**src/sv/rdg_pkg.sv**
```systemverilog
// Shared types, widths, register codes and helper functions of the pinhole ray direction generator.
// Depends on nothing; every other file of the block imports it.
package rdg_pkg;

    localparam int COORD_BITS_DEF    = 12;
    localparam int DIR_FRAC_BITS_DEF = 14;

    localparam int COORD_FIELD_W = 12;
    localparam int JIT_W         = 16;
    localparam int DIR_W         = 16;
    localparam int CFG_IDX_W     = 3;
    localparam int CFG_DATA_W    = 60;
    localparam int VEC_W         = 60;
    localparam int COMP_W        = 20;
    localparam int PITCH_W       = 32;
    localparam int CENTER_W      = 14;

    // Internal datapath widths.
    localparam int OFS_W      = 34;   // signed Q.16 sample offset
    localparam int OFS_MAG_W  = 31;
    localparam int PMUL_W     = 47;   // 16 x 31 partial product
    localparam int PLANE_W    = 48;   // magnitude of pitch * offset
    localparam int SHIFT_W    = 5;
    localparam int LEN_BITS_W = 7;
    localparam int PROD_W     = 52;   // 32 x 20 signed product
    localparam int NT_W       = 37;
    localparam int SUM_W      = 53;
    localparam int ABS_W      = 52;
    localparam int NORM_W     = 31;
    localparam int SQR_W      = 62;
    localparam int SQ_IN_W    = 64;
    localparam int LEN_W      = 32;
    localparam int SQ_REM_W   = 35;
    localparam int SQ_STAGES  = 16;
    localparam int DIV_REM_W  = 33;
    localparam int RES_MAX    = 32767;
    localparam int NORM_TOP   = 31;   // normalized magnitudes sit in [2^30, 2^31)

    localparam logic [OFS_W-1:0] HALF_Q16 = OFS_W'(32768);   // one half in Q.16

    typedef enum logic [CFG_IDX_W-1:0] {
        CFG_BASIS_RIGHT   = 3'd0,
        CFG_BASIS_UP      = 3'd1,
        CFG_BASIS_FORWARD = 3'd2,
        CFG_PIXEL_PITCH   = 3'd3,
        CFG_HALF_WIDTH    = 3'd4,
        CFG_HALF_HEIGHT   = 3'd5
    } t_cfg_idx;

    typedef struct packed {
        logic [COORD_FIELD_W-1:0] pixel_row;
        logic [COORD_FIELD_W-1:0] pixel_col;
        logic [JIT_W-1:0]         jitter_row;
        logic [JIT_W-1:0]         jitter_col;
        logic                     last_sample;
    } t_sample;

    typedef struct packed {
        logic signed [DIR_W-1:0] dir_x;
        logic signed [DIR_W-1:0] dir_y;
        logic signed [DIR_W-1:0] dir_z;
        logic                    pixel_done;
    } t_ray;

    typedef struct packed {
        logic [VEC_W-1:0]    basis_right;
        logic [VEC_W-1:0]    basis_up;
        logic [VEC_W-1:0]    basis_forward;
        logic [PITCH_W-1:0]  pixel_pitch;
        logic [CENTER_W-1:0] half_width;
        logic [CENTER_W-1:0] half_height;
    } t_cfg;

    typedef struct packed {
        logic [NORM_W-1:0]  x_mag;
        logic [NORM_W-1:0]  y_mag;
        logic               x_neg;
        logic               y_neg;
        logic [SHIFT_W-1:0] scale;
        logic               last;
    } t_plane;

    typedef struct packed {
        logic [2:0] neg;
        logic       zero;
        logic       last;
    } t_side;

    typedef logic [2:0][NORM_W-1:0] t_lanes;

    function automatic logic signed [COMP_W-1:0] comp20(input logic [VEC_W-1:0] p,
                                                        input logic [1:0] k);
        return signed'(p[COMP_W*k +: COMP_W]);
    endfunction

    // Number of significant bits of v (0 for zero).
    function automatic logic [LEN_BITS_W-1:0] bit_len64(input logic [63:0] v);
        logic [LEN_BITS_W-1:0] n;
        n = '0;
        for (int i = 0; i < 64; i++) begin
            if (v[i]) begin
                n = LEN_BITS_W'(i + 1);
            end
        end
        return n;
    endfunction

endpackage

```
**src/sv/rdg_sqrt.sv**
```systemverilog
// Pipelined digit-by-digit integer square root, two result bits per stage.
// Depends on rdg_pkg.
module rdg_sqrt import rdg_pkg::*; (
    input  logic               i_clk,
    input  logic               i_rst_n,
    input  logic               i_en,
    input  logic               i_valid,
    input  logic [SQ_IN_W-1:0] i_q,
    input  t_lanes             i_mag,
    input  t_side              i_side,
    output logic               o_valid,
    output logic [LEN_W-1:0]   o_len,
    output t_lanes             o_mag,
    output t_side              o_side
);

    localparam int ST = SQ_STAGES;

    logic                p_v    [ST];
    logic [SQ_REM_W-1:0] p_rem  [ST];
    logic [LEN_W-1:0]    p_root [ST];
    logic [SQ_IN_W-1:0]  p_q    [ST];
    t_lanes              p_mag  [ST];
    t_side               p_side [ST];

    logic [SQ_REM_W-1:0] n_rem  [ST];
    logic [LEN_W-1:0]    n_root [ST];
    logic [SQ_IN_W-1:0]  n_q    [ST];

    logic                r_v    [ST];
    logic [SQ_REM_W-1:0] r_rem  [ST];
    logic [LEN_W-1:0]    r_root [ST];
    logic [SQ_IN_W-1:0]  r_q    [ST];
    t_lanes              r_mag  [ST];
    t_side               r_side [ST];

    for (genvar g = 0; g < ST; g++) begin : g_st
        if (g == 0) begin : g_head
            assign p_v[g]    = i_valid;
            assign p_rem[g]  = '0;
            assign p_root[g] = '0;
            assign p_q[g]    = i_q;
            assign p_mag[g]  = i_mag;
            assign p_side[g] = i_side;
        end else begin : g_link
            assign p_v[g]    = r_v[g-1];
            assign p_rem[g]  = r_rem[g-1];
            assign p_root[g] = r_root[g-1];
            assign p_q[g]    = r_q[g-1];
            assign p_mag[g]  = r_mag[g-1];
            assign p_side[g] = r_side[g-1];
        end

        always_comb begin
            logic [SQ_REM_W-1:0] rem;
            logic [LEN_W-1:0]    root;
            logic [SQ_IN_W-1:0]  qs;
            logic [LEN_W+1:0]    trial;
            rem  = p_rem[g];
            root = p_root[g];
            qs   = p_q[g];
            for (int j = 0; j < 2; j++) begin
                rem   = {rem[SQ_REM_W-3:0], qs[SQ_IN_W-1 -: 2]};
                qs    = qs << 2;
                trial = {root, 2'b01};
                if (rem >= SQ_REM_W'(trial)) begin
                    rem  = rem - SQ_REM_W'(trial);
                    root = {root[LEN_W-2:0], 1'b1};
                end else begin
                    root = {root[LEN_W-2:0], 1'b0};
                end
            end
            n_rem[g]  = rem;
            n_root[g] = root;
            n_q[g]    = qs;
        end

        always_ff @(posedge i_clk) begin
            if (!i_rst_n) begin
                r_v[g] <= 1'b0;
            end else if (i_en) begin
                r_v[g] <= p_v[g];
            end
        end

        always_ff @(posedge i_clk) begin
            if (i_en) begin
                r_rem[g]  <= n_rem[g];
                r_root[g] <= n_root[g];
                r_q[g]    <= n_q[g];
                r_mag[g]  <= p_mag[g];
                r_side[g] <= p_side[g];
            end
        end
    end

    assign o_valid = r_v[ST-1];
    assign o_len   = r_root[ST-1];
    assign o_mag   = r_mag[ST-1];
    assign o_side  = r_side[ST-1];

endmodule

```
**config.mk**
```make
export PLATFORM = sky130hd
export DESIGN_NAME = rdg_sqrt
export DESIGN_NICKNAME = d
export VERILOG_FILES = /design/src/sv/rdg_pkg.sv /design/src/sv/rdg_sqrt.sv
export SDC_FILE = /design/constraint.sdc
export NUM_CORES = 2
export LEC_CHECK = 0
export BUFFER_PORTS_ARGS = -buffer_cell sky130_fd_sc_hd__buf_4
export CAP_MARGIN = 25
export CORE_MARGIN = 5
export CORE_UTILIZATION = 35
export DETAILED_ROUTE_END_ITERATION = 7
export HOLD_SLACK_MARGIN = 0.15
export PLACE_DENSITY_LB_ADDON = 0.25
export SYNTH_ARGS = -nofsm -noshare
export SYNTH_HDL_FRONTEND = slang
export SYNTH_SLANG_ARGS = --single-unit
export TNS_END_PERCENT = 100
```
**constraint.sdc**
```tcl
create_clock -name i_clk -period 7.75 [get_ports i_clk]
set_clock_uncertainty 0.05 [all_clocks]
set_input_delay 1.55 -clock i_clk [delete_from_list [all_inputs] [get_ports i_clk]]
set_output_delay 1.55 -clock i_clk [all_outputs]
set_load 0.01 [all_outputs]
```
* After elaboration in Yosys (flattened, before gate mapping) *
Memories as Yosys holds them, arrays and structs flattened.
Index checks and enable logic that the tools add are counted.

storage, ports and cells
  register bits = 0
  memory bits (writable) = 3616
  bits of input ports = 166
  output and inout port bits = 131
  word-level logic and storage cells = 171
  memories = 6

memory list
  memory  words  bits a word  read ports  clocked after memory_dff  wr ports  line            text
  r_mag   16     93           16          0                         16        rdg_sqrt.sv:34  t_lanes r_mag [ST];
  r_q     16     60           15          0                         16        rdg_sqrt.sv:33  logic [SQ_IN_W-1:0] r_q [ST];
  r_rem   16     35           15          0                         16        rdg_sqrt.sv:31  logic [SQ_REM_W-1:0] r_rem [ST];
  r_root  16     32           16          0                         16        rdg_sqrt.sv:32  logic [LEN_W-1:0] r_root [ST];
  r_side  16     5            16          0                         16        rdg_sqrt.sv:35  t_side r_side [ST];
  r_v     16     1            16          0                         16        rdg_sqrt.sv:30  logic r_v [ST];

cells by class
  add/sub/neg operators = 32
  $lt $le $gt $ge = 32
  multiplexer cells = 85
  bitwise gates (word level) = 16

operator list
  cell                 count
  $ge 35x34->1         30
  $mux 35              16
  $mux 33              16
  $sub 35x34->35       15
  $sub 33x33->33       15
  $mux 1               53
  $ge 35x3->1          1
  $sub 35x3->35        1
  $or 1x1->1           16
  $sub 2x1->3 const B  1
  $ge 2x1->1 const B   1

* Logic depth before layout (Yosys ltp) *
An unclocked memory read counts as a cell.

  depth in word-level cells = 5
  gate-level depth with buffers = 30

* Worst setup path before layout *
OpenSTA, ideal clock, no wires.

  path type = reg2reg
  from = mem r_rem[11][20]
  to = mem r_rem[12][14] (data pin)
  setup time = 0.262 ns
  data arrival time = 6.099 ns
  slack = 1.339 ns
  cell stages (with the launch flop) = 28
  path buffers = 6
  period minus slack after synthesis = 6.411 ns
  cell sequence = edfxtp_1 -> ha_1 -> clkbuf_1 -> a211oi_1 -> o211ai_1 -> a311o_1 -> o2bb2ai_1 -> nand2_1 -> inv_1 -> clkbuf_1 -> clkbuf_1 -> nand2_1 -> o21ai_0 -> ha_1 -> clkbuf_1 -> and4_1 -> nand3_1 -> o32ai_1 -> a311oi_1 -> o21ai_0 -> a311oi_1 -> nor2_1 -> a311oi_1 -> o21ai_0 -> or4b_1 -> clkbuf_1 -> buf_1 -> mux2_1

RTL lines
  item             line
  start, declared  rdg_sqrt.sv:31

==> reports/metrics.csv <==
metric;value;unit
status;finished clean;
critPathLaunch;r_root[1][193]$_DFFE_PP_;
floorplan.io_pins;297;
critical_path_arrival;7.72;ns
footprint_of_the_multi_input_gates;41600;µm²
yosysWarningCount;0;
remaining_drc_errors;0;
sequential_cell_area;84340;µm²
grt_pass1_vias;77720;
max_clock_freq;142.3;MHz
nNetsFinal;10810;
endpoint_kind_of_the_worst_setup_timing_path;register;
tightestPinTransition;1.046;ns
ir_worst_vdd;0.1790;mV
path_depth;22;
report.final.slew_viol_count;0;
crit_path_start_kind;register;
final.setup.tns;0;ns
synthesis.area_per_instance;13.42;µm²
cts-root-to-sink-buffers;4;
most_common_cell_after_layout_fill_and_taps_aside;edfxtp_1;
die_area;379600;µm²
area_delta_synth_final;14.31;%
grt.overflow.total;0;
timing.reg2reg.worst_path_depth;22;
cp_top_family;compound AO/OA/AOI/OAI gates;
timing.final.hold_violations;0;
synthesis.area;128600;µm²
synth_cells;9581;
critPathMaxStageDelay;0.83;ns
number_of_antenna_violations_at_the_first_check_in_global_routing;1;
synth_cell_types;118;
vias;77620;
post_route_cells_drive_above_1_share;10.44;%
fillCellCount;33900;
drv.max_cap_violation_count;0;
drt_wl_total;296300;µm
grt_usage;14.99;%
async_reset_ff_share;0;%
timing.critical_path.fanout_max;36;
cts_repair_resize_count;0;
powerDensity;333.0;nW/µm²
floorplan.core_area;365800;µm²
gp_congestion;0.9101;
critical_path_class;reg -> reg;
tritoncts;yes;
synth-main-ff-cell;edfxtp_1;
worstPathBufferInverterCount;2;
clk_root_buffer_cell;clkbuf_16;
die_w;616.2;µm
path_cells;inv_1 -> ha_1 -> nand3_1 -> o21bai_1 -> a21boi_0 -> o41a_1 -> a21o_1 -> a21oi_1 -> o31ai_1 -> a221oi_1 -> o21bai_4 -> buf_4 -> mux2_2 -> ha_1 -> nand4_1 -> nor4_1 -> nand2_1 -> nor3_1 -> nor3_1 -> nand4_1 -> o221ai_1 -> nand4b_1;
rsz0062_at_grt;false;
grt_pass1_wl;455600;µm
fin_crit_sh;90.66;%
postCtsSetupBuffers;0;
detail_route.vias_per_cell;5.125;
setup_viol;0;
ant_nets;0;
synth.ff_latch_count;2809;
fp.dieH;616.2;µm
detail_route.wl_per_cell;19.57;µm
ctsHtreeMaxLevel;5;
min_path_type;reg -> reg;
start_util;35.15;%
port_buf_inserts;296;
clock_sinks;2809;
dr.pass1.iters;6;
critical_path.slowest_cell;o21bai_4;
worst_slew_margin;29.73;%
cell_leakage_power;54.13;nW
worstSkewPairLatency;0.90;ns
dp_hpwl;214900;µm
largest_net_degree_at_the_start_of_global_routing;186;
std_cell_rows;222;
worst-endpoint-required;8.44;ns
total_power;48.96;mW
clkSlewWorstSetupHoldPaths;0.06;ns
timing.critical_path.to;r_root[1][224]$_DFFE_PP_;
detailedRoute.firstIterationViolations;5830;
mostFrequentLayoutCells;edfxtp_1, a21oi_1, nor2_1;
synth_sequential_area_ratio;65.59;%
holdPathStages;0;
r2r_slack;0.72;ns
cts_hold_buffers;0;
finalCoreUtilization;40.18;%
synth_enable_flop_cells;2808;
period_needed;7.026;ns
cts_buffers;310;
r2r_start;r_root[1][193]$_DFFE_PP_;
r2r-end;r_root[1][224]$_DFFE_PP_;
-- state kept, by name, indices dropped and copies added, names as in the netlist --
signal / count
r_mag: 1488
r_q: 480
r_rem: 473
r_root: 272
r_side: 80
r_v: 16
-- power breakdown --
group	switching (mW)	internal, mW
Clock	5.96	8.15
Combinational	8.72	6.03
Sequential	1.17	18.9
Total	15.9	33.1
-- cells in the mapped netlist, types with 92 or more instances --
master,number,area share [%]
xnor2_1,483,3.3
a21oi_1,642,2.5
nand2_1,608,1.8
nand3_1,212,0.83
clkbuf_1,180,0.53
xor2_1,258,1.8
nand2b_1,95,0.46
edfxtp_1,2808,66
nor3_1,204,0.79
nand4_1,107,0.52
inv_1,447,1.3
o21ai_0,385,1.5
nor2_1,618,1.8
a21o_1,279,1.6
nor4_1,100,0.49
ha_1,557,5.4
o21a_1,92,0.54
-- cell type report --
class	count	area share, %
Inverter	464	1.185
Sequential cell	2809	57.37
Antenna cell	2	0.003405
Timing Repair Buffer	425	2.342
Clock inverter	185	1.222
Clock buffer	364	5.473
Multi-Input combinational cell	6080	28.30
Tap cell	4816	4.099
-- how the worst min path moves through the flow --
stage / from / endpoint / slack (ns)
6_report: r_mag[1][414]$_DFFE_PP_ / r_mag[1][507]$_DFFE_PP_ / 0.33
5_1_grt: r_mag[1][189]$_DFFE_PP_ / r_mag[1][282]$_DFFE_PP_ / 0.34
4_1_cts: r_mag[0][0]$_DFFE_PP_ / r_mag[0][93]$_DFFE_PP_ / 0.32
3_5_place_dp: r_mag[0][42]$_DFFE_PP_ / r_mag[0][135]$_DFFE_PP_ / 0.35
3_3_place_gp: r_q[7][29]$_DFFE_PP_ / r_q[8][33]$_DFFE_PP_ / 0.35
2_1_floorplan: r_mag[0][7]$_DFFE_PP_ / r_mag[0][100]$_DFFE_PP_ / 0.35
-- per-layer routing --
layer | vias up | part of all wire (%) | global-route usage, %
met2 | 1847 | 49 | 25.72
met5 | - | 0 | 0
met3 | 504 | 4.3 | 2.182
met4 | 0 | 3.5 | 5.183
met1 | 37780 | 44 | 19.39
li1 | 37490 | - | -
-- worst reg2reg max path: cells and delay by family, from the launching register on --
kind            cells  cell delay [ns]
flops               1             0.44
simple gates        8             1.98
fa+ha+maj           2             0.61
mux                 1             0.37
buf+inv             2             0.51
compound gates      9             2.94
-- metrics by stage --
stage	hold WS, ns	instances	instance area (µm²)	setup slack, ns
floorplan	0.3503	9583	128600	1.339
global placement	0.3501	14590	137100	0.7512
detailed placement	0.3545	14590	137200	0.7407
CTS	0.3231	15140	147000	0.7024
global route	0.3355	15140	147000	0.3654
finish	0.3337	15150	147000	0.7241
-- cell families after synthesis --
logic type | share of synthesized area [%]
fa+ha+maj | 5.419
simple gates | 10.01
buf+inv | 2.088
compound gates | 10.62
other cells | 0.002916
flops | 65.59
xor+xnor | 5.047
mux | 1.233
(Power assumes the default switching activity.)
